### src/design/upf_pkg.sv
// ----------------------------------------------------------------------------
// upf_pkg
// Shared types and constants of the pixel unpremultiply and frame statistics
// block.
// ----------------------------------------------------------------------------
package upf_pkg;

  // Fixed point format of the pixel fields.
  localparam int FRAC_BITS = 12;
  localparam int ONE_W = FRAC_BITS + 1;
  localparam int ONE = 1 << FRAC_BITS;
  localparam int IN_W = 16;
  localparam int NCH = 3;

  // Thresholds in Q.12 units.
  localparam int EDGE_LIMIT = ONE / 100;
  localparam int OPAQUE_LIMIT = ONE / 255;

  // Frame geometry.
  localparam int MAX_DIM = 4096;
  localparam int MIN_DIM = 3;
  localparam int CFG_DIM_W = 13;

  // Accumulator widths.
  localparam int ACT_W = 37;
  localparam int CNT_W = 25;

  // Queue of classified pixels between front and back.
  localparam int QUEUE_DEPTH = 2;

  // Configuration port.
  localparam int ADDR_W = 4;
  localparam int DATA_W = 32;
  localparam int REG_IDX_W = 2;
  localparam logic [REG_IDX_W-1:0] REG_FRAME_WIDTH = 2'd0;
  localparam logic [REG_IDX_W-1:0] REG_FRAME_HEIGHT = 2'd1;
  localparam logic [REG_IDX_W-1:0] REG_SCENE_MODE = 2'd2;

  localparam logic [CFG_DIM_W-1:0] RESET_DIM = 13'd512;

  typedef struct packed {
    logic signed [IN_W-1:0] pix_red;
    logic signed [IN_W-1:0] pix_green;
    logic signed [IN_W-1:0] pix_blue;
    logic signed [IN_W-1:0] pix_alpha;
    logic signed [IN_W-1:0] bg_red;
    logic signed [IN_W-1:0] bg_green;
    logic signed [IN_W-1:0] bg_blue;
  } pixel_t;

  typedef struct packed {
    logic [ONE_W-1:0] out_red;
    logic [ONE_W-1:0] out_green;
    logic [ONE_W-1:0] out_blue;
    logic [ONE_W-1:0] out_alpha;
    logic             frame_done;
    logic [ONE_W-1:0] peak_rgb;
    logic [ACT_W-1:0] activity_total;
    logic [CNT_W-1:0] edge_hits;
    logic [CNT_W-1:0] opaque_hits;
  } result_t;

  typedef struct packed {
    logic [CFG_DIM_W-1:0] frame_width;
    logic [CFG_DIM_W-1:0] frame_height;
    logic                 scene_mode;
  } cfg_t;

  // Classified pixel handed from front to back. A channel either has its
  // final value in fixed, or needs num * ONE / alpha with num < alpha.
  typedef struct packed {
    logic [NCH-1:0][ONE_W-1:0]     fixed;
    logic [NCH-1:0][FRAC_BITS-1:0] num;
    logic [NCH-1:0]                div;
    logic [ONE_W-1:0]              alpha;
    logic [ONE_W-1:0]              diff;
    logic                          edge_hit;
    logic                          opaque_hit;
    logic                          last;
  } item_t;

endpackage

### src/design/pixel_unpremultiply_frame_stats.sv
// ----------------------------------------------------------------------------
// pixel_unpremultiply_frame_stats
// Alpha recovery and unpremultiply of raster pixels with per-frame totals.
// ----------------------------------------------------------------------------
//
//   Channel   Signals                        Direction  Moves
//   pixel     pix_valid, pix_stall, pix      in         one pixel item
//   result    res_valid, res_stall, res      out        one result item
//   config    psel, penable, pwrite, paddr,  in/out     register write/read
//             pwdata, prdata, pready
//
// An item whose channels all have a fixed answer (scene mode, zero or
// negative color, color at or above alpha) is written to the result as it
// is taken from the queue. An item with at least one channel to divide is
// first taken from the queue, then divided one quotient bit per step, and
// then its result is written. Three restoring-division lanes produce one quotient bit per cycle each.
// The front end accepts a pixel in any cycle in which the two-entry queue
// has room, so a burst of pixels is absorbed while the divider is busy.
// Reset is synchronous and clears position, totals, queue and result valid;
// the block needs no clearing pass. A stalled result holds its register
// and the back end waits; the pixel side stalls only once the queue is full.
//
// Per pixel: in scene mode alpha is forced to one and the color clamped.
// Otherwise alpha is the larger of the clamped opacity and the clamped peak
// color channel, and each channel is divided by that alpha and saturated at
// one. Frame totals (peak channel, sum of background differences, changed
// pixels near the border, non-transparent pixels) are reported on the
// frame's last pixel and cleared at the same time.
// ----------------------------------------------------------------------------
module pixel_unpremultiply_frame_stats #(
  parameter int MAX_DIM = upf_pkg::MAX_DIM
) (
  input  logic                         clk,
  input  logic                         rst,
  input  logic                         pix_valid,
  output logic                         pix_stall,
  input  upf_pkg::pixel_t              pix,
  output logic                         res_valid,
  input  logic                         res_stall,
  output upf_pkg::result_t             res,
  input  logic                         psel,
  input  logic                         penable,
  input  logic                         pwrite,
  input  logic [upf_pkg::ADDR_W-1:0]   paddr,
  input  logic [upf_pkg::DATA_W-1:0]   pwdata,
  output logic [upf_pkg::DATA_W-1:0]   prdata,
  output logic                         pready
);

  upf_pkg::cfg_t                    cfg;
  logic [upf_pkg::REG_IDX_W-1:0]    reg_idx;
  logic                             cfg_write;

  logic            q_full;
  logic            q_push;
  upf_pkg::item_t  q_push_item;
  logic            q_pop;
  upf_pkg::item_t  q_pop_item;
  logic            q_valid;

  // Configuration registers. Registers sit on word addresses; the low two
  // address bits are ignored.
  assign pready = 1'b1;
  assign reg_idx = paddr[upf_pkg::ADDR_W-1:2];
  assign cfg_write = psel && penable && pwrite && pready;

  always_ff @(posedge clk) begin
    if (rst) begin
      cfg.frame_width <= upf_pkg::RESET_DIM;
      cfg.frame_height <= upf_pkg::RESET_DIM;
      cfg.scene_mode <= 1'b0;
    end else if (cfg_write) begin
      case (reg_idx)
        upf_pkg::REG_FRAME_WIDTH: begin
          cfg.frame_width <= pwdata[upf_pkg::CFG_DIM_W-1:0];
        end
        upf_pkg::REG_FRAME_HEIGHT: begin
          cfg.frame_height <= pwdata[upf_pkg::CFG_DIM_W-1:0];
        end
        upf_pkg::REG_SCENE_MODE: begin
          cfg.scene_mode <= pwdata[0];
        end
        default: begin
        end
      endcase
    end
  end

  always_comb begin
    case (reg_idx)
      upf_pkg::REG_FRAME_WIDTH: begin
        prdata = upf_pkg::DATA_W'(cfg.frame_width);
      end
      upf_pkg::REG_FRAME_HEIGHT: begin
        prdata = upf_pkg::DATA_W'(cfg.frame_height);
      end
      upf_pkg::REG_SCENE_MODE: begin
        prdata = upf_pkg::DATA_W'(cfg.scene_mode);
      end
      default: begin
        prdata = '0;
      end
    endcase
  end

  // The pixel side stalls only when the queue to the back end is full.
  assign pix_stall = q_full;

  upf_front #(
    .MAX_DIM (MAX_DIM)
  ) u_front (
    .clk       (clk),
    .rst       (rst),
    .pix_valid (pix_valid),
    .pix       (pix),
    .cfg       (cfg),
    .full      (q_full),
    .push      (q_push),
    .item      (q_push_item)
  );

  upf_queue #(
    .DEPTH (upf_pkg::QUEUE_DEPTH)
  ) u_queue (
    .clk       (clk),
    .rst       (rst),
    .push      (q_push),
    .push_item (q_push_item),
    .full      (q_full),
    .pop       (q_pop),
    .pop_item  (q_pop_item),
    .not_empty (q_valid)
  );

  upf_back u_back (
    .clk       (clk),
    .rst       (rst),
    .q_valid   (q_valid),
    .q_item    (q_pop_item),
    .pop       (q_pop),
    .res_valid (res_valid),
    .res_stall (res_stall),
    .res       (res)
  );

endmodule

### src/design/upf_queue.sv
// ----------------------------------------------------------------------------
// upf_queue
// Short first-in first-out queue of classified pixels between front and back.
// ----------------------------------------------------------------------------
module upf_queue #(
  parameter int DEPTH = upf_pkg::QUEUE_DEPTH
) (
  input  logic           clk,
  input  logic           rst,
  input  logic           push,
  input  upf_pkg::item_t push_item,
  output logic           full,
  input  logic           pop,
  output upf_pkg::item_t pop_item,
  output logic           not_empty
);

  localparam int PTR_W = (DEPTH > 1) ? $clog2(DEPTH) : 1;
  localparam int FILL_W = $clog2(DEPTH + 1);

  upf_pkg::item_t    slots [DEPTH];
  logic [PTR_W-1:0]  wr_ptr;
  logic [PTR_W-1:0]  rd_ptr;
  logic [FILL_W-1:0] fill;

  assign full = (fill == FILL_W'(DEPTH));
  assign not_empty = (fill != '0);
  assign pop_item = slots[rd_ptr];

  always_ff @(posedge clk) begin
    if (rst) begin
      wr_ptr <= '0;
      rd_ptr <= '0;
      fill <= '0;
    end else begin
      if (push) begin
        slots[wr_ptr] <= push_item;
        wr_ptr <= (wr_ptr == PTR_W'(DEPTH - 1)) ? '0 : wr_ptr + 1'b1;
      end
      if (pop) begin
        rd_ptr <= (rd_ptr == PTR_W'(DEPTH - 1)) ? '0 : rd_ptr + 1'b1;
      end
      if (push && !pop) begin
        fill <= fill + 1'b1;
      end else if (pop && !push) begin
        fill <= fill - 1'b1;
      end
    end
  end

endmodule

### src/design/upf_front.sv
// ----------------------------------------------------------------------------
// upf_front
// Accepts pixels, tracks the raster position and classifies each pixel.
// ----------------------------------------------------------------------------
module upf_front #(
  parameter int MAX_DIM = upf_pkg::MAX_DIM
) (
  input  logic            clk,
  input  logic            rst,
  input  logic            pix_valid,
  input  upf_pkg::pixel_t pix,
  input  upf_pkg::cfg_t   cfg,
  input  logic            full,
  output logic            push,
  output upf_pkg::item_t  item
);

  localparam int POS_W = $clog2(MAX_DIM);
  localparam int DIM_W = (POS_W + 1 > upf_pkg::CFG_DIM_W) ? POS_W + 1 : upf_pkg::CFG_DIM_W;
  localparam int ONE_W = upf_pkg::ONE_W;
  localparam int FB = upf_pkg::FRAC_BITS;
  localparam int DW = upf_pkg::IN_W + 1;

  logic [POS_W-1:0] col;
  logic [POS_W-1:0] row;
  logic [POS_W-1:0] col_next;
  logic [POS_W-1:0] row_next;

  logic [DIM_W-1:0] w;
  logic [DIM_W-1:0] h;
  logic [DIM_W-1:0] col_ext;
  logic [DIM_W-1:0] row_ext;
  logic             end_row;
  logic             near_border;

  logic signed [upf_pkg::IN_W-1:0] chan [upf_pkg::NCH];
  logic signed [upf_pkg::IN_W-1:0] bgc  [upf_pkg::NCH];
  logic [DW-1:0]                   adiff [upf_pkg::NCH];
  logic [DW-1:0]                   dmax;
  logic signed [upf_pkg::IN_W-1:0] cmax;
  logic [ONE_W-1:0]                op;
  logic [ONE_W-1:0]                em;
  logic [ONE_W-1:0]                oa;

  function automatic logic [ONE_W-1:0] clamp_s(input logic signed [upf_pkg::IN_W-1:0] v);
    logic [ONE_W-1:0] r;
    if (v < 0) begin
      r = '0;
    end else if (v > upf_pkg::IN_W'(upf_pkg::ONE)) begin
      r = ONE_W'(upf_pkg::ONE);
    end else begin
      r = v[ONE_W-1:0];
    end
    return r;
  endfunction

  function automatic logic [DIM_W-1:0] sat_dim(input logic [upf_pkg::CFG_DIM_W-1:0] v);
    logic [DIM_W-1:0] e;
    logic [DIM_W-1:0] r;
    e = DIM_W'(v);
    if (e < DIM_W'(upf_pkg::MIN_DIM)) begin
      r = DIM_W'(upf_pkg::MIN_DIM);
    end else if (e > DIM_W'(MAX_DIM)) begin
      r = DIM_W'(MAX_DIM);
    end else begin
      r = e;
    end
    return r;
  endfunction

  always_comb begin
    push = pix_valid && !full;

    w = sat_dim(cfg.frame_width);
    h = sat_dim(cfg.frame_height);
    col_ext = DIM_W'(col);
    row_ext = DIM_W'(row);
    end_row = (col_ext >= w - 1'b1);
    item.last = end_row && (row_ext >= h - 1'b1);
    near_border = (col_ext < DIM_W'(2)) || (row_ext < DIM_W'(2)) ||
                  (col_ext >= w - DIM_W'(2)) || (row_ext >= h - DIM_W'(2));

    chan[0] = pix.pix_red;
    chan[1] = pix.pix_green;
    chan[2] = pix.pix_blue;
    bgc[0] = cfg.scene_mode ? pix.bg_red : '0;
    bgc[1] = cfg.scene_mode ? pix.bg_green : '0;
    bgc[2] = cfg.scene_mode ? pix.bg_blue : '0;

    // Largest absolute background difference, clamped to one.
    dmax = '0;
    for (int k = 0; k < upf_pkg::NCH; k++) begin
      adiff[k] = DW'({chan[k][upf_pkg::IN_W-1], chan[k]}) -
                 DW'({bgc[k][upf_pkg::IN_W-1], bgc[k]});
      if (adiff[k][DW-1]) begin
        adiff[k] = -adiff[k];
      end
      if (adiff[k] > dmax) begin
        dmax = adiff[k];
      end
    end
    item.diff = (dmax > DW'(upf_pkg::ONE)) ? ONE_W'(upf_pkg::ONE) : dmax[ONE_W-1:0];
    item.edge_hit = (item.diff > ONE_W'(upf_pkg::EDGE_LIMIT)) && near_border;

    // Recovered alpha: larger of opacity and peak color channel.
    cmax = chan[0];
    if (chan[1] > cmax) begin
      cmax = chan[1];
    end
    if (chan[2] > cmax) begin
      cmax = chan[2];
    end
    op = clamp_s(pix.pix_alpha);
    em = clamp_s(cmax);
    oa = (op > em) ? op : em;

    item.alpha = cfg.scene_mode ? ONE_W'(upf_pkg::ONE) : oa;
    item.opaque_hit = cfg.scene_mode || (oa > ONE_W'(upf_pkg::OPAQUE_LIMIT));

    for (int k = 0; k < upf_pkg::NCH; k++) begin
      item.fixed[k] = '0;
      item.num[k] = chan[k][FB-1:0];
      item.div[k] = 1'b0;
      if (cfg.scene_mode) begin
        item.fixed[k] = clamp_s(chan[k]);
      end else if (chan[k] > 0 && oa != '0) begin
        if (chan[k] >= $signed({{(upf_pkg::IN_W - ONE_W){1'b0}}, oa})) begin
          item.fixed[k] = ONE_W'(upf_pkg::ONE);
        end else begin
          item.div[k] = 1'b1;
        end
      end
    end

    col_next = col;
    row_next = row;
    if (push) begin
      if (item.last) begin
        col_next = '0;
        row_next = '0;
      end else if (end_row) begin
        col_next = '0;
        row_next = row + 1'b1;
      end else begin
        col_next = col + 1'b1;
      end
    end
  end

  always_ff @(posedge clk) begin
    if (rst) begin
      col <= '0;
      row <= '0;
    end else begin
      col <= col_next;
      row <= row_next;
    end
  end

endmodule

### src/design/upf_back.sv
// ----------------------------------------------------------------------------
// upf_back
// Divides the color channels, updates the frame totals and holds the result.
// ----------------------------------------------------------------------------
module upf_back (
  input  logic             clk,
  input  logic             rst,
  input  logic             q_valid,
  input  upf_pkg::item_t   q_item,
  output logic             pop,
  output logic             res_valid,
  input  logic             res_stall,
  output upf_pkg::result_t res
);

  localparam int FB = upf_pkg::FRAC_BITS;
  localparam int ONE_W = upf_pkg::ONE_W;
  localparam int NCH = upf_pkg::NCH;
  localparam int ACT_W = upf_pkg::ACT_W;
  localparam int CNT_W = upf_pkg::CNT_W;
  localparam int STEP_W = $clog2(FB + 1);

  typedef enum logic [0:0] {
    ST_IDLE,
    ST_DIV
  } state_t;

  state_t          state;
  upf_pkg::item_t  cur;
  logic [NCH-1:0][FB-1:0] rem;
  logic [NCH-1:0][FB-1:0] quo;
  logic [STEP_W-1:0]      step;

  logic [ONE_W-1:0] peak_acc;
  logic [ACT_W-1:0] activity_acc;
  logic [CNT_W-1:0] edge_acc;
  logic [CNT_W-1:0] opaque_acc;

  logic                    out_free;
  logic                    q_div;
  logic                    done;
  upf_pkg::item_t          fin_item;
  logic [NCH-1:0][ONE_W-1:0] fin_ch;
  logic [NCH-1:0][FB-1:0]  rem_next;
  logic [NCH-1:0][FB-1:0]  quo_next;
  logic [ONE_W-1:0]        trial [NCH];
  logic [ONE_W-1:0]        pk;
  logic [ONE_W-1:0]        peak_next;
  logic [ACT_W:0]          act_sum;
  logic [ACT_W-1:0]        activity_next;
  logic [CNT_W-1:0]        edge_next;
  logic [CNT_W-1:0]        opaque_next;
  upf_pkg::result_t        res_next;

  always_comb begin
    out_free = !res_valid || !res_stall;
    q_div = |q_item.div;
    pop = (state == ST_IDLE) && q_valid && (q_div || out_free);
    done = ((state == ST_IDLE) && q_valid && !q_div && out_free) ||
           ((state == ST_DIV) && (step == '0) && out_free);
    fin_item = (state == ST_DIV) ? cur : q_item;

    // One restoring division step per lane and cycle.
    for (int k = 0; k < NCH; k++) begin
      trial[k] = {rem[k], 1'b0};
      if (trial[k] >= cur.alpha) begin
        rem_next[k] = FB'(trial[k] - cur.alpha);
        quo_next[k] = {quo[k][FB-2:0], 1'b1};
      end else begin
        rem_next[k] = trial[k][FB-1:0];
        quo_next[k] = {quo[k][FB-2:0], 1'b0};
      end
      fin_ch[k] = fin_item.div[k] ? {1'b0, quo[k]} : fin_item.fixed[k];
    end

    pk = fin_ch[0];
    if (fin_ch[1] > pk) begin
      pk = fin_ch[1];
    end
    if (fin_ch[2] > pk) begin
      pk = fin_ch[2];
    end
    peak_next = (pk > peak_acc) ? pk : peak_acc;

    act_sum = {1'b0, activity_acc} + (ACT_W + 1)'(fin_item.diff);
    activity_next = act_sum[ACT_W] ? '1 : act_sum[ACT_W-1:0];
    edge_next = (fin_item.edge_hit && edge_acc != '1) ? edge_acc + 1'b1 : edge_acc;
    opaque_next = (fin_item.opaque_hit && opaque_acc != '1) ? opaque_acc + 1'b1 : opaque_acc;

    res_next.out_red = fin_ch[0];
    res_next.out_green = fin_ch[1];
    res_next.out_blue = fin_ch[2];
    res_next.out_alpha = fin_item.alpha;
    res_next.frame_done = fin_item.last;
    res_next.peak_rgb = fin_item.last ? peak_next : '0;
    res_next.activity_total = fin_item.last ? activity_next : '0;
    res_next.edge_hits = fin_item.last ? edge_next : '0;
    res_next.opaque_hits = fin_item.last ? opaque_next : '0;
  end

  always_ff @(posedge clk) begin
    if (rst) begin
      state <= ST_IDLE;
      step <= '0;
      res_valid <= 1'b0;
      peak_acc <= '0;
      activity_acc <= '0;
      edge_acc <= '0;
      opaque_acc <= '0;
    end else begin
      case (state)
        ST_IDLE: begin
          if (pop && q_div) begin
            cur <= q_item;
            rem <= q_item.num;
            quo <= '0;
            step <= STEP_W'(FB);
            state <= ST_DIV;
          end
        end
        ST_DIV: begin
          if (step != '0) begin
            rem <= rem_next;
            quo <= quo_next;
            step <= step - 1'b1;
          end else if (out_free) begin
            state <= ST_IDLE;
          end
        end
        default: begin
          state <= ST_IDLE;
        end
      endcase

      if (done) begin
        res_valid <= 1'b1;
        res <= res_next;
        if (fin_item.last) begin
          peak_acc <= '0;
          activity_acc <= '0;
          edge_acc <= '0;
          opaque_acc <= '0;
        end else begin
          peak_acc <= peak_next;
          activity_acc <= activity_next;
          edge_acc <= edge_next;
          opaque_acc <= opaque_next;
        end
      end else if (!res_stall) begin
        res_valid <= 1'b0;
      end
    end
  end

endmodule

### config.mk
export PLATFORM = sky130hd
export DESIGN_NAME = pixel_unpremultiply_frame_stats
export DESIGN_NICKNAME = d
export VERILOG_FILES = /design/src/design/upf_pkg.sv /design/src/design/pixel_unpremultiply_frame_stats.sv /design/src/design/upf_queue.sv /design/src/design/upf_front.sv /design/src/design/upf_back.sv
export SDC_FILE = /design/constraint.sdc
export NUM_CORES = 2
export LEC_CHECK = 0
export BUFFER_PORTS_ARGS = -buffer_cell sky130_fd_sc_hd__clkbuf_2
export CAP_MARGIN = 25
export CORE_ASPECT_RATIO = 1.4
export CORE_UTILIZATION = 25
export CTS_BUF_LIST = sky130_fd_sc_hd__clkbuf_4
export DETAILED_ROUTE_END_ITERATION = 16
export SYNTH_ARGS = -nofsm -noshare
export SYNTH_HDL_FRONTEND = slang
export SYNTH_SLANG_ARGS = --single-unit
export TNS_END_PERCENT = 20
### constraint.sdc
create_clock -name clk -period 9.8 [get_ports clk]
set_input_delay 0.98 -clock clk [delete_from_list [all_inputs] [get_ports clk]]
set_output_delay 0.98 -clock clk [all_outputs]
set_load 0.01 [all_outputs]
### Word-level counts from Yosys, hierarchy flattened

Memories as Yosys holds them, arrays and structs flattened. A register that Yosys moved wholly into a read port is not among the register bits.
Index checks and enable logic that the tools add are counted.

| operators by class | value |
|---|---|
| $lt $le $gt $ge | 41 |
| reduce and logical (&&, ||, !) cells | 48 |
| mux-type cells | 95 |
| bitwise gates (word level) | 2 |
| equality and inequality tests | 8 |
| add/sub/neg operators | 23 |

Operator list:

| cell | number |
|---|---|
| $mux W13 | 33 |
| $mux W36 | 4 |
| $pmux W36 S2 | 2 |
| $mux W107 | 1 |
| $mux W17 | 6 |
| $mux W25 | 4 |
| $mux W12 | 7 |
| $gt A16 B14 Y1 const B | 5 |
| $lt A16 B1 Y1 const B | 5 |
| $mux W16 | 5 |
| $mux W37 | 2 |
| $ge A12 B13 Y1 | 4 |
| $gt A13 B13 Y1 | 4 |
| $neg A17 Y17 | 3 |
| $sub A16 B16 Y17 | 3 |
| $add A25 B1 Y25 const B | 2 |
| $ne A25 B25 Y1 const B | 2 |
| $ge A16 B14 Y1 | 3 |
| $gt A16 B1 Y1 const B | 3 |
| $ge A13 B13 Y1 | 3 |
| $pmux W13 S3 | 1 |
| $add A37 B13 Y38 | 1 |
| $sub A12 B12 Y12 | 3 |
| $gt A17 B17 Y1 | 2 |
| other kinds (36) | 109 |

| storage, ports and cells | value |
|---|---|
| output and inout bits | 188 |
| word-level logic and storage cells | 260 |
| bits in writable memories | 214 |
| input bits | 155 |
| bits in registers | 493 |
| memories | 1 |

Memory list:

| name | depth | width | read ports | clocked after Yosys merged registers in | wr ports | line | text |
|---|---|---|---|---|---|---|---|
| u_queue.slots | 2 | 107 | 1 | 1 | 1 | upf_queue.sv:21 | `upf_pkg::item_t slots [DEPTH];` |

### Logic depth before layout (Yosys ltp)

| logic depth | value |
|---|---|
| depth after elaboration | 14 |
| depth in mapped cells | 44 |
| mapped depth without buffers | 40 |

### Modules after synthesis

From an unflattened synthesis, not the netlist that was laid out.

| second synthesis, totals | value |
|---|---|
| cell total of the unflattened synthesis | 4352 |
| area total of the unflattened synthesis | 43342.8 um^2 |

By module, submodules not included:

| module | times used | area an instance (um^2) | cells an instance | sequential area each (um^2) |
|---|---|---|---|---|
| upf_back | 1 | 21423.0 | 2081 | 11010.6 |
| upf_front | 1 | 12373.1 | 1755 | 480.5 |
| upf_queue | 1 | 8046.5 | 355 | 6526.3 |
| pixel_unpremultiply_frame_stats | 1 | 1500.2 | 161 | 540.5 |

### Worst setup path after synthesis

Ideal clock, no wire load.

| path | value |
|---|---|
| path type | in2reg |
| from | in pix[111] in the netlist's numbering |
| to | mem u_queue.slots[0][31] in the netlist's numbering, data pin |
| data arrival time | 10035 ps |
| library setup time | 204 ps |
| cell stages on the path | 41 |
| path slack | -439 ps |
| required time | 9596 ps |
| cell sequence | inv_1 > ha_1 > nand4_2 > or4_4 > o2bb2a_4 > and3_4 > nor2_8 > buf_4 > mux2i_1 > ha_1 > a211o_1 > a21oi_1 > a31oi_1 > o41ai_2 > clkbuf_1 > a21oi_1 > or4_1 > or3_1 > [... 5 more ...] > a211o_1 > o41ai_1 > nor2_1 > and2_1 > clkbuf_1 > a22o_1 > ha_1 > nand2b_1 > a21o_1 > a21o_1 > a21o_1 > a21o_1 > a21o_1 > a21o_1 > a21oi_1 > o21ai_0 > a2111oi_0 > nor4b_1 |

RTL lines:

| element | line | text |
|---|---|---|
| from (decl) | pixel_unpremultiply_frame_stats.sv:37 | `input upf_pkg::pixel_t pix,` |
| to (decl) | upf_queue.sv:21 |  |

==> results.cfg <==
[synthesis]
synth_cell_types = 104
synth.yosys.seq_area_share = 0.444
synth_edf_count = 510
synth_top_area_frac = 0.366
yosysTopAreaCell = edfxtp_1
ys_top_cells_by_area = edfxtp_1, ha_1, dfxtp_1
yosysMostFrequentCell = edfxtp_1
syn_area_per_cell_um2 = 9.91
ys_warn_count = 0
synth_area_um2 = 41800
ys_async_sr_fraction = 0
ys_ff_latch = 672
syn_inst = 4223
ys.flop_type = edfxtp_1
netlist_top_cells_count = edfxtp_1, nor2_1, nand2_1

[global_routing]
grt_usage = 0.158
overflow = 0
grt_max_degree = 82
antenna_found_initial = 23
first_global_vias = 33458
grt_pass1_wl_mm = 203

[clock_network]
cts.sinks = 672
cts.htree.levels = 4
cts.reportedPaths.clkPinSlew_ns = 0.07
numCtsBuffers = 159
clock-root-buffer = clkbuf_4
clock_latency_ns = 1.09
clk_path_buf_depth = 3
cts_setup_buffers = 0
cts_tree = yes

[power]
max-vdd-ir-drop_mv = 0.183
power.leakage_uw = 0.0193
pwr_density_cell_nw_per_um2 = 254

[setup_path]
cp_common_cell = a21o_1
crit_arrival_ns = 10.10
cpMaxStageDelayCell = or4_1
cpPeakStageDelay_ns = 0.55
crit_fanout = 16
crit_required_ns = 10.68
cpLargestDelayFamily = compound AO/OA/AOI/OAI gates
crit_path_start_kind = input port
crit_cells = 45
path_buf_inv = 8
path_class = input port to register
r2r_cells = 37
cp-end-kind = register

[placed_design]
gp_congestion = 0.921
portBuffers = 301
dp_hpwl_mm = 104

[flow_run]
maxCapViolCount = 0

[floorplan]
design.core.area_um2 = 166000
die_h_um = 486
die_x_um = 348
ios = 343
rows = 177
start_util = 0.252
die-area_um2 = 169000

[final_layout]
area_growth_pct = 17.9
fin_nets = 5206
regArea_um2 = 18600
drive_gt1_frac = 0.195
multiInputGateArea_um2 = 22100
fill_cells = 17368
utilization = 0.297

[sta]
worst_pin_slew_ns = 1.00
fin_crit_ns = 9.22
slew_headroom = 0.326
clock_skew_ns = 0.0609
report.final.hold_viol_count = 0
fmax_mhz = 108
post-route-period-util = 0.941
maxSlewViolCount = 0
grt_setup_unrepaired = yes
setup_viol = 0
whs_ns = 0.174

[status]
status = finished, final reports clean

[detailed_routing]
via_per_inst = 4.91
routedWlPerCell_um = 19.4
ant_nets = 0
drc = 0
dr.pass1.iters = 6
drt_iter0_drc = 2112
num_vias = 34390
routed_wl_mm = 136

[hold_path]
holdPathStages = 3
hold_path.class = input port to register
flip-flops by register name, summed over array words and instances, names as in the netlist, named ones only:
name	flops
u_queue.slots	214
u_back.res	153
u_back.cur	71
u_back.activity_acc	37
u_back.quo	36
u_back.rem	36
cfg	27
u_back.edge_acc	25
u_back.opaque_acc	25
u_back.peak_acc	13
u_front.col	12
u_front.row	12
u_back.step	4
u_queue.fill	2
u_back.res_valid	1
u_back.state	1
u_queue.rd_ptr	1
u_queue.wr_ptr	1
worst min-delay path, cell delays in order:
cell and delay, ns:
clkbuf_2 0.10, nand2_1 0.05, a21oi_1 0.05
final cells by class:
class,count,area share
Clock inverter,57,0.00812
Multi-Input combinational cell,3201,0.448
Clock buffer,226,0.0344
Antenna cell,10,0.000507
Inverter,170,0.0129
Timing Repair Buffer,521,0.0655
Sequential cell,672,0.376
Tap cell,2148,0.0545
per-layer routing:
layer,track usage,vias up,part of all wire
met3,0.0264,285,0.057
li1,-,16649,-
met1,0.205,16400,0.44
met2,0.257,1046,0.46
met5,0,-,0.00045
met4,0.0696,10,0.039
power breakdown:
part | internal [uW] | switching (uW)
sequential | 3770 | 213
combinational | 2340 | 3830
clock | 1190 | 1210
total | 7290 | 5250
through the flow:
step	TNS (ns)	setup WS [ns]	total power (uW)	instance area, um2	cells
detailed placement	-5.46	-0.569	10200	47100	6702
finish	0	0.580	12500	49300	7005
floorplan	0	0.00429	8130	42000	4241
CTS	0	0.464	12700	49200	6991
global placement	-3.99	-0.432	10100	47100	6701
global route	0	0.00759	13500	49300	7002
final timing paths:
| path | start | end | slack [ns] |
|---|---|---|---|
| worst max-delay path | pix[108] | u_queue.slots[0][29]$_DFFE_PP_ | 0.58 |
| worst min-delay path | pwdata[10] | cfg[24]$_SDFFE_PP0P_ | 0.17 |
| worst max register to register | register | u_back.res[93]$_SDFFCE_PN0P_ | 0.72 |
| worst min register to register | u_back.activity_acc[11]$_SDFFE_PP0P_ | u_back.activity_acc[11]$_SDFFE_PP0P_ | 0.47 |
cell usage in the layout (no fill, tap or decap), types with 92 or more instances in the layout:
cell type,instances
a21oi_1,291
and2_1,117
buf_4,210
clkbuf_2,300
clkbuf_4,226
dfxtp_1,159
edfxtp_1,510
ha_1,315
inv_1,168
mux2_2,94
mux2i_1,150
nand2_1,330
nand3_1,96
nor2_1,432
nor3_1,98
o21ai_0,165
xnor2_1,92
cell families (layout without fill, tap and decap cells):
kind of cell	Yosys count	count (layout)	synth area share
buffers and inverters	368	974	0.0351
xor gates and xnor gates	182	182	0.0381
and+or+nand+nor	1446	1446	0.168
muxes	252	252	0.0633
adders and majority gates	326	326	0.0987
other	2	30	0.000179
AOI/OAI and AO/OA	975	975	0.153
DFF	672	672	0.444
what timing repair did:
action	CTS	global route
hold buffers	6	0
hold endpoints to repair	7	0
gates resized for setup	0	2
endpoints found under the setup margin	0	13
Power figures use the tool's default switching activity.
